[config.mk]
export PLATFORM = sky130hd
export DESIGN_NAME = imucf_ctrl
export DESIGN_NICKNAME = d
export VERILOG_FILES = /design/src/sv/imucf_pkg.sv /design/src/sv/imucf_ctrl.sv
export SDC_FILE = /design/constraint.sdc
export NUM_CORES = 1
export LEC_CHECK = 0
export BUFFER_PORTS_ARGS = -buffer_cell sky130_fd_sc_hd__buf_2
export CORE_MARGIN = 2
export CORE_UTILIZATION = 45
export CTS_BUF_LIST = sky130_fd_sc_hd__clkbuf_4
export DETAILED_ROUTE_END_ITERATION = 8
export PLACE_DENSITY = 0.63
export SLEW_MARGIN = 10
export SYNTH_ARGS = -nofsm -noshare
export SYNTH_HDL_FRONTEND = slang
export SYNTH_SLANG_ARGS = --single-unit
export TNS_END_PERCENT = 30
[constraint.sdc]
create_clock -name aclk -period 3.5 [get_ports aclk]
set_clock_uncertainty 0.1 [all_clocks]
set_input_delay 0.175 -clock aclk [delete_from_list [all_inputs] [get_ports aclk]]
set_output_delay 0.175 -clock aclk [all_outputs]
set_load 0.03 [all_outputs]
[src/sv/imucf_pkg.sv]
// Shared types, command codes and constant tables of the IMU attitude filter.
package imucf_pkg;

    typedef struct packed {
        logic signed [15:0] accel_raw_x;
        logic signed [15:0] accel_raw_y;
        logic signed [15:0] accel_raw_z;
        logic signed [15:0] gyro_raw_x;
        logic signed [15:0] gyro_raw_y;
        logic signed [15:0] gyro_raw_z;
        logic        [31:0] time_ms;
    } imucf_in_t;

    typedef struct packed {
        logic signed [31:0] angle_x;
        logic signed [31:0] angle_y;
        logic signed [31:0] angle_z;
    } imucf_out_t;

    localparam int CFG_IDX_W  = 3;
    localparam int CFG_DATA_W = 16;

    localparam logic [CFG_IDX_W-1:0] REG_GYRO_RANGE  = 3'd0;
    localparam logic [CFG_IDX_W-1:0] REG_ACCEL_RANGE = 3'd1;
    localparam logic [CFG_IDX_W-1:0] REG_GYRO_OFF_X  = 3'd2;
    localparam logic [CFG_IDX_W-1:0] REG_GYRO_OFF_Y  = 3'd3;
    localparam logic [CFG_IDX_W-1:0] REG_GYRO_OFF_Z  = 3'd4;
    localparam logic [CFG_IDX_W-1:0] REG_ACCEL_OFF_X = 3'd5;
    localparam logic [CFG_IDX_W-1:0] REG_ACCEL_OFF_Y = 3'd6;
    localparam logic [CFG_IDX_W-1:0] REG_ACCEL_OFF_Z = 3'd7;

    localparam int DIV_W      = 66;  // dividend / quotient width of the serial divider
    localparam int SQRT_STEPS = 31;  // root bits of the 62-bit radicand
    localparam int STEP_W     = 7;

    localparam logic [STEP_W-1:0] DIV_LAST  = 7'(DIV_W - 1);
    localparam logic [STEP_W-1:0] SQRT_LAST = 7'(SQRT_STEPS - 1);

    // ceil(2^28 / 25): exact floor division by 25 for operands below 2^23
    localparam logic [23:0] RECIP_25   = 24'd10737419;
    localparam logic [37:0] BLEND_HALF = 38'd12;

    typedef enum logic [3:0] {
        OP_NONE,
        OP_LOAD,
        OP_MUL,
        OP_DIV_INIT,
        OP_DIV_STEP,
        OP_G_STORE,
        OP_SQUARE,
        OP_SQ_INIT,
        OP_SQ_STEP,
        OP_C_INIT,
        OP_C_STEP,
        OP_B_INIT,
        OP_B_DIV,
        OP_B_STORE,
        OP_OUT
    } imucf_op_t;

    typedef struct packed {
        imucf_op_t          op;
        logic [1:0]         axis;
        logic [STEP_W-1:0]  step;
    } imucf_cmd_t;

    // ten times the sensitivity, times 100: 131.0, 65.5, 32.8, 16.4 LSB per deg/s
    function automatic logic [16:0] gyro_div(input logic [1:0] sel);
        logic [16:0] d;
        unique case (sel)
            2'd0: d = 17'd131000;
            2'd1: d = 17'd65500;
            2'd2: d = 17'd32800;
            2'd3: d = 17'd16400;
        endcase
        return d;
    endfunction

    // atan(2^-i) in Q16.16 degrees
    function automatic logic [21:0] atan_deg(input logic [4:0] i);
        logic [21:0] a;
        unique case (i)
            5'd0:  a = 22'd2949120;
            5'd1:  a = 22'd1740967;
            5'd2:  a = 22'd919879;
            5'd3:  a = 22'd466945;
            5'd4:  a = 22'd234379;
            5'd5:  a = 22'd117304;
            5'd6:  a = 22'd58666;
            5'd7:  a = 22'd29335;
            5'd8:  a = 22'd14668;
            5'd9:  a = 22'd7334;
            5'd10: a = 22'd3667;
            5'd11: a = 22'd1833;
            5'd12: a = 22'd917;
            5'd13: a = 22'd458;
            5'd14: a = 22'd229;
            5'd15: a = 22'd115;
            5'd16: a = 22'd57;
            5'd17: a = 22'd29;
            5'd18: a = 22'd14;
            5'd19: a = 22'd7;
            5'd20: a = 22'd4;
            5'd21: a = 22'd2;
            5'd22: a = 22'd1;
            default: a = 22'd0;
        endcase
        return a;
    endfunction

    function automatic logic signed [31:0] sat32(input logic signed [67:0] v);
        logic signed [31:0] r;
        if (v > 68'sd2147483647) begin
            r = 32'sh7fffffff;
        end else if (v < -68'sd2147483648) begin
            r = 32'sh80000000;
        end else begin
            r = v[31:0];
        end
        return r;
    endfunction

endpackage

[src/sv/imucf_ctrl.sv]
// Sequencer of the IMU attitude filter: steps the datapath through each request.
module imucf_ctrl #(
    parameter int CORDIC_STEPS = 16
) (
    input  logic                   aclk,
    input  logic                   aresetn,
    input  logic                   s_valid,
    output logic                   s_ready,
    output logic                   m_valid,
    input  logic                   m_ready,
    output imucf_pkg::imucf_cmd_t  cmd
);
    import imucf_pkg::*;

    typedef enum logic [13:0] {
        ST_IDLE    = 14'b00000000000001,
        ST_MUL     = 14'b00000000000010,
        ST_DIVINIT = 14'b00000000000100,
        ST_DIV     = 14'b00000000001000,
        ST_GSTORE  = 14'b00000000010000,
        ST_SQUARE  = 14'b00000000100000,
        ST_SQINIT  = 14'b00000001000000,
        ST_SQRT    = 14'b00000010000000,
        ST_CINIT   = 14'b00000100000000,
        ST_CORDIC  = 14'b00001000000000,
        ST_BINIT   = 14'b00010000000000,
        ST_BDIV    = 14'b00100000000000,
        ST_BSTORE  = 14'b01000000000000,
        ST_FINISH  = 14'b10000000000000
    } state_t;

    localparam logic [STEP_W-1:0] CORDIC_LAST = STEP_W'(CORDIC_STEPS - 1);

    state_t            state_reg, state_next;
    logic [1:0]        axis_reg, axis_next;
    logic [STEP_W-1:0] step_reg, step_next;
    logic              m_valid_reg, m_valid_next;

    always_comb begin
        state_next   = state_reg;
        axis_next    = axis_reg;
        step_next    = step_reg;
        m_valid_next = m_valid_reg & ~m_ready;
        cmd.op       = OP_NONE;
        cmd.axis     = axis_reg;
        cmd.step     = step_reg;
        unique case (state_reg)
            ST_IDLE: begin
                if (s_valid) begin
                    cmd.op     = OP_LOAD;
                    axis_next  = 2'd0;
                    state_next = ST_MUL;
                end
            end
            ST_MUL: begin
                cmd.op     = OP_MUL;
                state_next = ST_DIVINIT;
            end
            ST_DIVINIT: begin
                cmd.op     = OP_DIV_INIT;
                step_next  = '0;
                state_next = ST_DIV;
            end
            ST_DIV: begin
                cmd.op    = OP_DIV_STEP;
                step_next = step_reg + 7'd1;
                if (step_reg == DIV_LAST) begin
                    state_next = ST_GSTORE;
                end
            end
            ST_GSTORE: begin
                cmd.op = OP_G_STORE;
                if (axis_reg == 2'd2) begin
                    axis_next  = 2'd0;
                    state_next = ST_SQUARE;
                end else begin
                    axis_next  = axis_reg + 2'd1;
                    state_next = ST_MUL;
                end
            end
            ST_SQUARE: begin
                cmd.op     = OP_SQUARE;
                state_next = ST_SQINIT;
            end
            ST_SQINIT: begin
                cmd.op     = OP_SQ_INIT;
                step_next  = '0;
                state_next = ST_SQRT;
            end
            ST_SQRT: begin
                cmd.op    = OP_SQ_STEP;
                step_next = step_reg + 7'd1;
                if (step_reg == SQRT_LAST) begin
                    state_next = ST_CINIT;
                end
            end
            ST_CINIT: begin
                cmd.op     = OP_C_INIT;
                step_next  = '0;
                state_next = ST_CORDIC;
            end
            ST_CORDIC: begin
                cmd.op    = OP_C_STEP;
                step_next = step_reg + 7'd1;
                if (step_reg == CORDIC_LAST) begin
                    state_next = ST_BINIT;
                end
            end
            ST_BINIT: begin
                cmd.op     = OP_B_INIT;
                state_next = ST_BDIV;
            end
            ST_BDIV: begin
                cmd.op     = OP_B_DIV;
                state_next = ST_BSTORE;
            end
            ST_BSTORE: begin
                cmd.op = OP_B_STORE;
                if (axis_reg == 2'd1) begin
                    state_next = ST_FINISH;
                end else begin
                    axis_next  = axis_reg + 2'd1;
                    state_next = ST_SQUARE;
                end
            end
            ST_FINISH: begin
                if (!m_valid_reg || m_ready) begin
                    cmd.op       = OP_OUT;
                    m_valid_next = 1'b1;
                    state_next   = ST_IDLE;
                end
            end
            default: begin
                state_next = ST_IDLE;
            end
        endcase
    end

    always_ff @(posedge aclk) begin
        if (!aresetn) begin
            state_reg   <= ST_IDLE;
            axis_reg    <= '0;
            step_reg    <= '0;
            m_valid_reg <= 1'b0;
        end else begin
            state_reg   <= state_next;
            axis_reg    <= axis_next;
            step_reg    <= step_next;
            m_valid_reg <= m_valid_next;
        end
    end

    assign s_ready = (state_reg == ST_IDLE);
    assign m_valid = m_valid_reg;

endmodule

==> results of run 1 <==
-- cell usage after synthesis (all sizes together) (2+ instances only) --
cell type | number | area [µm²]
xor2 | 5 | 43.8
o31ai | 2 | 15.0
nor2 | 19 | 73.8
or3 | 5 | 32.5
or4 | 2 | 16.3
o22a | 2 | 17.5
nor4b | 7 | 61.3
a311oi | 2 | 17.5
buf | 3 | 27.5
a21oi | 14 | 70.1
o211ai | 2 | 15.0
ha | 7 | 87.6
o21ai | 8 | 40.0
dfxtp | 24 | 480
nor3b | 2 | 15.0
o32ai | 3 | 26.3
nand2b | 6 | 37.5
clkbuf | 5 | 60.1
and2 | 2 | 12.5
and3 | 5 | 31.3
nand3 | 16 | 80.1
inv | 13 | 48.8
nand2 | 10 | 37.5
mux2i | 2 | 20.0
nor3 | 10 | 50.1
nand4 | 10 | 75.1
nor4 | 8 | 95.1
-- cell usage in the layout, fill, tap and decap left out, types with 4 or more instances in the layout --
master,count
sky130_fd_sc_hd__buf_2,18
sky130_fd_sc_hd__nor4b_1,7
sky130_fd_sc_hd__xor2_1,5
sky130_fd_sc_hd__inv_1,13
sky130_fd_sc_hd__nor4_1,5
sky130_fd_sc_hd__nand3_1,16
sky130_fd_sc_hd__and3_1,5
sky130_fd_sc_hd__nand2_1,10
sky130_fd_sc_hd__dfxtp_1,24
sky130_fd_sc_hd__ha_1,7
sky130_fd_sc_hd__nand4_1,8
sky130_fd_sc_hd__nand2b_1,6
sky130_fd_sc_hd__nor2_1,18
sky130_fd_sc_hd__o21ai_0,8
sky130_fd_sc_hd__or3_1,4
sky130_fd_sc_hd__nor3_1,10
sky130_fd_sc_hd__a21oi_1,14
-- through the flow --
step / hold WS (ns) / instances / area (µm²)
6_report: 0.0230 / 264 / 1740
5_1_grt: 0.0243 / 264 / 1740
4_1_cts: 0.0264 / 264 / 1740
3_5_place_dp: 0.382 / 260 / 1710
3_3_place_gp: 0.383 / 260 / 1710
2_1_floorplan: 0.217 / 204 / 1690
-- worst max-delay path, delay by kind of cell, from the launching register on --
family	cells	cell delay [ns]
simple gates	4	1.43
flops	1	0.43
buf+inv	1	0.20
-- per-layer routing --
| metal | up-vias | part of all wire | track usage |
|---|---|---|---|
| met3 | 5 | 0.041 | 0.0377 |
| li1 | 780 | - | - |
| met4 | 0 | 0.0091 | 0.0573 |
| met5 | - | 0 | 0 |
| met1 | 691 | 0.55 | 0.312 |
| met2 | 39 | 0.40 | 0.274 |
-- cell families after synthesis --
kind of cell	Yosys count
and+or+nand+nor	105
AOI/OAI and AO/OA	38
DFF	24
buffers and inverters	23
adders and majority gates	7
xor gates and xnor gates	5
muxes	2
-- power by group --
group	leakage [nW]	switching [mW]	internal [mW]	total, mW
Clock	0.0154	0.0902	0.0419	0.132
Combinational	0.536	0.0776	0.0475	0.125
Sequential	0.194	0.0123	0.279	0.291
Total	0.745	0.180	0.368	0.548
-- layout make-up --
cell class	count	area [µm²]
sequential	24	480
timing repair buffer	18	90.1
multi-input combinational	157	1030
clock inverter	1	3.75
inverter	13	48.8
tap	48	60.1
clock buffer	3	22.5
fill	398	1890
-- worst max-delay path by stage --
stage / startpoint / to / slack (ns) / depth (start not counted)
floorplan: state_reg[1] / cmd[10] / 1.28 / 4
global placement: step_reg[0] / state_reg[12] / 1.17 / 6
detailed placement: state_reg[1] / state_reg[5] / 1.17 / 5
CTS: state_reg[10] / cmd[11] / 0.86 / 5
global route: state_reg[10] / cmd[11] / 0.68 / 5
finish: state_reg[10] / cmd[11] / 0.83 / 5
==> metrics.md, run 1 <==
| Metric | Value |
|---|---|
| Critical hold path startpoint | aresetn |
| Tightest Hold Check Type | in -> reg |
| Reg-to-reg endpoint | state_reg[12] |
| Count of inserted antenna diode cells | 0 |
| Number of distinct library cells after synthesis | 44 |
| Nets | 228 |
| Adder-cell area share of the yosys netlist | 0.0517 |
| Post-placement setup slack | 1.17 ns |
| Die area | 4270 µm² |
| Wire length after detailed routing | 3950 µm |
| Slack of the critical path | 0.828 ns |
| Die Y-Extent | 65.3 µm |
| Final hold vios | 0 |
| Clk Latency, worst-skew pair | 0.33 ns |
| Core outline area | 3630 µm² |
| DRC violations left | 0 |
| Wire length of the first global-routing pass | 6560 µm |
| Crit path cell chain | nor4_4, nand2_1, or4_1, nand3_1, buf_2 |
| Clock root buffer master | sky130_fd_sc_hd__clkbuf_4 |
| Register area share after synthesis | 0.284 |
| Cell count of the worst hold path | 3 |
| Number of rows created at floorplan | 22 |
| Headroom to the max-slew limit | 0.633 |
| Time the worst path needs with I/O delays and setup | 2.67 ns |
| Share of synthesized area spent on multiplexers | 0.0118 |
| Leakage | 0.745 nW |
| Average routed wire per standard cell | 15.0 µm |
| Final HPWL from detailed placement | 2940 µm |
| Largest register FFs | 14 |
| Post-Syn Nets | 215 |
| Share of the core filled with cells in the final layout | 0.479 |
| Post-cts resize count | 0 |
| Compound-cell area share of the yosys netlist | 0.143 |
| Worst VDD drop | 0.172 mV |
| Number of synthesized register bits | 24 |
| Max-Cap Viols | 0 |
| Kind of end point of the critical path | output pin |
| RSZ-0062 raised after global routing | no |
| Total congestion overflow after global routing | 0 |
| Chip Width | 65.3 µm |
| Average vias per placed instance | 5.74 |
| Number of flops mapped to enable cells by yosys | 0 |
| Number of detailed-route iterations in the first pass | 4 |
| Outcome | completed |
| Number of post-CTS setup repair buffers | 0 |
| Number of buffers created by CTS | 3 |
| Routability congestion estimate from global placement | 0.807 |
| Power per unit of standard cell area | 315 nW/µm² |
| Clock Pin Slew Worst Setup and Hold Paths | 0.14 ns |
| Number of buffers on the longest clock path | 2 |
| # port buffers | 18 |
| Number of warnings issued by yosys | 0 |
| Classification of the worst setup path | reg -> out |
| CTS tree | yes |
| Avg Cell Area, Syn | 8.30 µm² |
| Main synth FF type | sky130_fd_sc_hd__dfxtp_1 |
| Final sum of negative setup slack | 0 ns |
| Period utilization | 0.764 |
| R2R setup slack | 1.12 ns |
| Transition at the pin with the smallest max-transition slack | 0.546 ns |
| Max frequency | 0.374 GHz |
| Vias in the first global route | 1,302 |
| Crit path largest cell delay | 0.56 ns |
| Total number of vias | 1,515 |
| Power consumption | 0.548 mW |
| Tot GR Track Use | 0.200 |
| Final setup violation count | 0 |
| Data required, critical path | 3.22 ns |
| FF-to-FF Start | step_reg[0] |
| Cell count after synthesis | 204 |
| Netlist area before placement | 1690 µm² |
| Share of synthesized cell area in and, or, nand and nor gates | 0.379 |
| Detailed router's first-iteration violation count | 102 |
| Number of antenna violations at the first check in global routing | 0 |
| Pin count of the biggest net entering global routing | 14 |
| Combinational family with the most area after synthesis | simple AND/OR/NAND/NOR gates |
| Synth Area in XOR/XNOR | 0.0259 |
| Effective utilization at floorplan | 0.466 |
| H-tree levels | 1 |
| Crit-path slowest cell | sky130_fd_sc_hd__or4_1 |
| Final Slew Violations | 0 |
| Critical path peak fanout | 8 |
| Hold Crit Endpoint | axis_reg[1] |
| Arrival time reported for the critical path endpoint | 2.40 ns |
| Post-synthesis async set-or-reset flop share | 0 |
| Depth of the worst register-to-register path | 6 |
| Type of element launching the critical path | register |
| Layout cells sized above 1 | 0.139 |
| I/O pin total | 19 |
| Antenna violation net count after detailed routing | 0 |
| CTS hold repair buffers | 0 |
| Area Growth Syn to Fin | 2.81% |
| # clock sinks | 24 |
(Power assumes the default switching activity.)
==> inputs of run 2 (changes only) <==
==> constraint.sdc (replaced) <==
create_clock -name aclk -period 2.5 [get_ports aclk]
set_clock_uncertainty 0.1 [all_clocks]
set_input_delay 0.125 -clock aclk [delete_from_list [all_inputs] [get_ports aclk]]
set_output_delay 0.125 -clock aclk [all_outputs]
set_load 0.03 [all_outputs]
==> run 2 against run 1 <==
Compared with the run above:
- count of clock-buffer cells in the layout stayed put
- combinational power increased by 54%
- non-clock buffer count rose by 5
- critical path type unchanged
==> metrics.md, run 2 (synthesized netlist as in run 1, its figures left out) <==
| Metric | Value |
|---|---|
| Type of element launching the critical path | register (unchanged) |
| RSZ-0062 raised after global routing | yes (was no) |
| Number of rows created at floorplan | 22 (unchanged) |
| FF-to-FF Start | step_reg[1] (was step_reg[0]) |
| Final HPWL from detailed placement | 2840 µm (was 2940 µm) |
| # port buffers | 18 (unchanged) |
| Power per unit of standard cell area | 485 nW/µm² (was 315 nW/µm²) |
| Wire length of the first global-routing pass | 6410 µm (was 6560 µm) |
| Core outline area | 3630 µm² (unchanged) |
| Tot GR Track Use | 0.192 (was 0.200) |
| Clock Pin Slew Worst Setup and Hold Paths | 0.15 ns (was 0.14 ns) |
| Average vias per placed instance | 5.57 (was 5.74) |
| Detailed router's first-iteration violation count | 143 (was 102) |
| Kind of end point of the critical path | output pin (unchanged) |
| Transition at the pin with the smallest max-transition slack | 0.449 ns (was 0.546 ns) |
| Data required, critical path | 2.28 ns (was 3.22 ns) |
| Die Y-Extent | 65.3 µm (unchanged) |
| I/O pin total | 19 (unchanged) |
| Area Growth Syn to Fin | 8.50% (was 2.81%) |
| Total number of vias | 1,498 (was 1,515) |
| Period utilization | 0.972 |
| Crit path cell chain | or4_2, or4_1, nand3_1, buf_2 (was nor4_4, nand2_1, or4_1, nand3_1, buf_2) |
| Effective utilization at floorplan | 0.466 (unchanged) |
| Arrival time reported for the critical path endpoint | 2.21 ns (was 2.40 ns) |
| Number of buffers created by CTS | 3 (unchanged) |
| Clock root buffer master | sky130_fd_sc_hd__clkbuf_4 (unchanged) |
| Die area | 4270 µm² (unchanged) |
| Pin count of the biggest net entering global routing | 15 (was 14) |
| H-tree levels | 1 (unchanged) |
| Chip Width | 65.3 µm (unchanged) |
| Critical hold path startpoint | m_ready (was aresetn) |
| Routability congestion estimate from global placement | 0.928 (was 0.807) |
| Final hold vios | 0 (unchanged) |
| Leakage | 0.789 nW (was 0.745 nW) |
| Outcome | completed (unchanged) |
| Nets | 233 (was 228) |
| # clock sinks | 24 (unchanged) |
| Worst setup path start | state_reg[0] (was state_reg[10]) |
| Total congestion overflow after global routing | 0 (unchanged) |
| Commonest non-fill, non-tap cell in the layout | sky130_fd_sc_hd__dfxtp_1 (unchanged) |
| Clk Latency, worst-skew pair | 0.32 ns (was 0.33 ns) |
| Final Slew Violations | 0 (unchanged) |
| DRC violations left | 0 (unchanged) |
| Crit-path slowest cell | sky130_fd_sc_hd__or4_2 (was sky130_fd_sc_hd__or4_1) |
| Power consumption | 0.891 mW (was 0.548 mW) |
| Cell area after layout | 1840 µm² (was 1740 µm²) |
| Antenna violation net count after detailed routing | 0 (unchanged) |
| Final hold slack | 0.0120 ns (was 0.0230 ns) |
| Worst VDD drop | 0.249 mV (was 0.172 mV) |
| Placed Instance Area | 1720 µm² (was 1710 µm²) |
| Time the worst path needs with I/O delays and setup | 2.43 ns |
| Vias in the first global route | 1,347 (was 1,302) |
| Most frequent cells in the layout | sky130_fd_sc_hd__dfxtp_1, sky130_fd_sc_hd__nor2_1, sky130_fd_sc_hd__buf_2 (unchanged) |
| Wire length after detailed routing | 3950 µm (about the same) |
| Count of inserted antenna diode cells | 0 (unchanged) |
| Layout cells sized above 1 | 0.195 (was 0.139) |
| CTS tree | yes (unchanged) |
| Final sum of negative setup slack | 0 ns (unchanged) |
| Classification of the worst setup path | reg -> out (unchanged) |
| Largest register FFs | 14 (unchanged) |
| Number of antenna violations at the first check in global routing | 0 (unchanged) |
| Number of buffers on the longest clock path | 2 (unchanged) |
| Max-Cap Viols | 0 (unchanged) |
| Tightest Hold Check Type | in -> reg (unchanged) |
| Crit path largest cell delay | 0.71 ns (was 0.56 ns) |
| Number of detailed-route iterations in the first pass | 4 (unchanged) |
| FILL cells | 375 (was 398) |
| Average routed wire per standard cell | 14.7 µm (was 15.0 µm) |
| Headroom to the max-slew limit | 0.696 (was 0.633) |
| Max frequency | 0.411 GHz |
| Critical path peak fanout | 7 (was 8) |
| Final setup violation count | 0 (unchanged) |
==> run 2: final cells by class <==
type	instances	area (µm²)	share of cell area
clock buffers	3	22.5	0.0123
clock inverters	1	30.0	0.0163
inverters	13	48.8	0.0266
multi-input cells	157	1060	0.575
flip-flops and latches	24	487	0.265
well taps	48	60.1	0.0327
repair buffers	23	133	0.0722
==> run 2: routing by layer <==
metal	wire, µm	track usage	vias up
met4	22	0.0521	0
met2	1710	0.284	31
met3	183	0.0291	2
met1	2040	0.288	681
li1	-	-	784
met5	0	0	-
==> run 2: critical path: cells and delay by family, from the launching register on <==
family / cells / cell delay, ns
AND/OR/NAND/NOR: 3 / 1.31
flip-flops: 1 / 0.38
buffers and inverters: 1 / 0.20
==> run 2: repair_timing <==
action / in CTS / in global routing
pin swaps: 1 / 2
resized for setup: 0 / 10
setup endpoints to repair: 1 / 7
buffers inserted: 1 / 2
hold buffers: 1 / 0
hold endpoints to repair: 2 / 0
==> run 2: path summary, 6_finish.rpt <==
path         cells after the start            end  slack (ns)
max                              4        cmd[11]        0.07
min                              4        m_valid        0.01
max reg2reg                      6  state_reg[12]        0.23
min reg2reg                      2    axis_reg[1]        0.41
==> run 2: through the flow <==
stage	std cells	setup WS, ns	util
floorplan	204	0.326	-
global placement	261	0.104	0.474
detailed placement	261	0.135	0.474
CTS	267	0.0123	0.493
global route	269	-0.00807	0.506
finish	269	0.0695	0.506
==> run 2: report_power, final <==
group	leakage, nW	total, mW	internal, mW	switching (mW)
clock network	0.0279	0.290	0.162	0.128
registers	0.195	0.409	0.392	0.0172
logic	0.566	0.192	0.0781	0.114
==> inputs of run 3 (changes only) <==
--- a/config.mk
+++ b/config.mk
@@ -8,7 +8,6 @@
 export BUFFER_PORTS_ARGS = -buffer_cell sky130_fd_sc_hd__buf_2
 export CORE_MARGIN = 2
 export CORE_UTILIZATION = 45
-export CTS_BUF_LIST = sky130_fd_sc_hd__clkbuf_4
 export DETAILED_ROUTE_END_ITERATION = 8
 export PLACE_DENSITY = 0.63
 export SLEW_MARGIN = 10
==> run 3 against run 2 <==
Compared with the run above:
- non-clock buffer count is 1 lower
- maximum frequency is 1.3% higher
- sequential cell count stayed put
- largest power group unchanged
==> metrics.md, run 3 (synthesized netlist as in run 1, its figures left out) <==
| Metric | Value |
|---|---|
| Top metal layer carrying routed signals | met4 (unchanged) |
| Worst VDD drop | 0.223 mV (was 0.249 mV) |
| Net switching power | 0.260 mW (was 0.259 mW) |
| Max frequency | 0.417 GHz (was 0.411 GHz) |
| Count of inserted antenna diode cells | 0 (unchanged) |
| Data required, critical path | 2.28 ns (about the same) |
| Number of detailed-route iterations in the first pass | 4 (unchanged) |
| Tot GR Track Use | 0.194 (was 0.192) |
| RSZ-0062 raised after global routing | no (was yes) |
| Clock root buffer master | sky130_fd_sc_hd__clkbuf_8 (was sky130_fd_sc_hd__clkbuf_4) |
| CTS tree | yes (unchanged) |
| CTS hold repair buffers | 0 (was 1) |
| Antenna violation net count after detailed routing | 0 (unchanged) |
| Core outline area | 3630 µm² (unchanged) |
| Max-Cap Viols | 0 (unchanged) |
| Final Slew Violations | 0 (unchanged) |
| Commonest non-fill, non-tap cell in the layout | sky130_fd_sc_hd__dfxtp_1 (unchanged) |
| Cell count after placement | 261 (unchanged) |
| Wire length after detailed routing | 3890 µm (was 3950 µm) |
| Clk Latency, worst-skew pair | 0.27 ns (was 0.32 ns) |
| Time the worst path needs with I/O delays and setup | 2.40 ns (was 2.43 ns) |
| Nets | 232 (was 233) |
| Clock Pin Slew Worst Setup and Hold Paths | 0.08 ns (was 0.15 ns) |
| Total congestion overflow after global routing | 0 (unchanged) |
| Pin count of the biggest net entering global routing | 15 (unchanged) |
| Critical path peak fanout | 8 (was 7) |
| Classification of the worst setup path | reg -> out (unchanged) |
| Final HPWL from detailed placement | 2840 µm (unchanged) |
| Switching Share | 0.276 (was 0.291) |
| Area Growth Syn to Fin | 8.20% (was 8.50%) |
| Final sum of negative setup slack | 0 ns (unchanged) |
| Slack of the critical path | 0.0996 ns (was 0.0695 ns) |
| Power per unit of standard cell area | 514 nW/µm² (was 485 nW/µm²) |
| Vias in the first global route | 1,352 (was 1,347) |
| Routability congestion estimate from global placement | 0.928 (unchanged) |
| Cell Int Power | 0.682 mW (was 0.632 mW) |
| Kind of end point of the critical path | output pin (unchanged) |
| Largest register FFs | 14 (unchanged) |
| Number of rows created at floorplan | 22 (unchanged) |
| Leakage | 0.788 nW (was 0.789 nW) |
| Headroom to the max-slew limit | 0.704 (was 0.696) |
| Chip Width | 65.3 µm (unchanged) |
| Average routed wire per standard cell | 14.5 µm (was 14.7 µm) |
| FILL cells | 377 (was 375) |
| Die Y-Extent | 65.3 µm (unchanged) |
| # clock sinks | 24 (unchanged) |
| Post-placement setup slack | 0.135 ns (unchanged) |
| Number of antenna violations at the first check in global routing | 0 (unchanged) |
| Layout cells sized above 1 | 0.173 (was 0.195) |
| Tightest Hold Check Type | in -> reg (unchanged) |
| DRC violations left | 0 (unchanged) |
| Detail Route met2 WL | 1660 µm (was 1710 µm) |
| Register share of total power | 0.432 (was 0.459) |
| Total number of vias | 1,498 (unchanged) |
| Fraction of power consumed by combinational cells | 0.202 (was 0.215) |
| Routed length on met1 | 1970 µm (was 2040 µm) |
| Average vias per placed instance | 5.59 (was 5.57) |
| Wire length of the first global-routing pass | 6380 µm (was 6410 µm) |
| Routed wl met3 | 211 µm (was 183 µm) |
| Outcome | completed (unchanged) |
| Effective utilization at floorplan | 0.466 (unchanged) |
| Type of element launching the critical path | register (unchanged) |
| Period utilization | 0.960 (was 0.972) |
| Final setup violation count | 0 (unchanged) |
| Die area | 4270 µm² (unchanged) |
| H-tree levels | 1 (unchanged) |
| Clock share of power | 0.366 (was 0.325) |
| Number of buffers on the longest clock path | 2 (unchanged) |
| Number of buffers created by CTS | 3 (unchanged) |
| Final cell count without fillers | 268 (was 269) |
| Detailed router's first-iteration violation count | 152 (was 143) |
| # port buffers | 18 (unchanged) |
| I/O pin total | 19 (unchanged) |
| Transition at the pin with the smallest max-transition slack | 0.438 ns (was 0.449 ns) |
| Arrival time reported for the critical path endpoint | 2.18 ns (was 2.21 ns) |
| Final hold vios | 0 (unchanged) |
| Most frequent cells in the layout | sky130_fd_sc_hd__dfxtp_1, sky130_fd_sc_hd__nor2_1, sky130_fd_sc_hd__buf_2 (unchanged) |
[run 3: cell count changes in the layout (fill, tap and decap cells not counted), sizes merged]
cell / before / now
dlygate4sd3: 1 / 0
[run 3: power groups by stage]
stage,Combinational (mW),Clock [mW],Sequential [mW]
floorplan,0.152,0,0.406
global placement,0.180,0,0.415
global route,0.207,0.369,0.409
finish,0.191,0.344,0.407
CTS,0.180,0.356,0.407
detailed placement,0.179,0,0.415
[run 3: repair_timing]
item / 4_1_cts / 5_1_grt
buffers inserted: 0 / 3
gates resized for setup: 0 / 3
endpoints found under the setup margin: 0 / 7
[run 3: worst max-delay path, stage by stage (launching register included)]
cell,delay (ns)
sky130_fd_sc_hd__dfxtp_1,0.40
sky130_fd_sc_hd__or4_2,0.72
sky130_fd_sc_hd__or4_1,0.50
sky130_fd_sc_hd__nand3_1,0.10
sky130_fd_sc_hd__buf_2,0.20
[run 3: layer usage]
layer  track usage  up-vias
li1              -      785
met4        0.0833        0
met5             0        -
met3        0.0240        4
met2         0.282       40
met1         0.285      669
[run 3: per-stage QoR]
| stage | instance area, µm² | power (mW) | util | hold WS (ns) |
|---|---|---|---|---|
| 3_3_place_gp | 1720 | 0.595 | 0.474 | 0.336 |
| 3_5_place_dp | 1720 | 0.594 | 0.474 | 0.344 |
| 6_report | 1830 | 0.942 | 0.504 | 0.0544 |
| 2_1_floorplan | 1690 | 0.558 | - | 0.167 |
| 4_1_cts | 1790 | 0.942 | 0.493 | 0.0515 |
| 5_1_grt | 1830 | 0.985 | 0.504 | 0.0643 |
[run 3: worst paths after layout]
kind | endpoint | slack (ns) | from | cells after the start
setup / recovery | cmd[11] | 0.1 | state_reg[1] | 4
hold / removal | axis_reg[0] | 0.05 | aresetn | 3
setup reg to reg | state_reg[12] | 0.32 | step_reg[0] | 6
hold reg to reg | axis_reg[1] | 0.41 | axis_reg[1] | 2
[run 3: cell type report]
class                   instances  area (µm²)  area share
flip-flops and latches         24         480       0.262
clock inverters                 1        30.0      0.0164
multi-input cells             157        1050       0.574
repair buffers                 22         120      0.0656
inverters                      13        48.8      0.0266
clock buffers                   3        41.3      0.0225
well taps                      48        60.1      0.0328
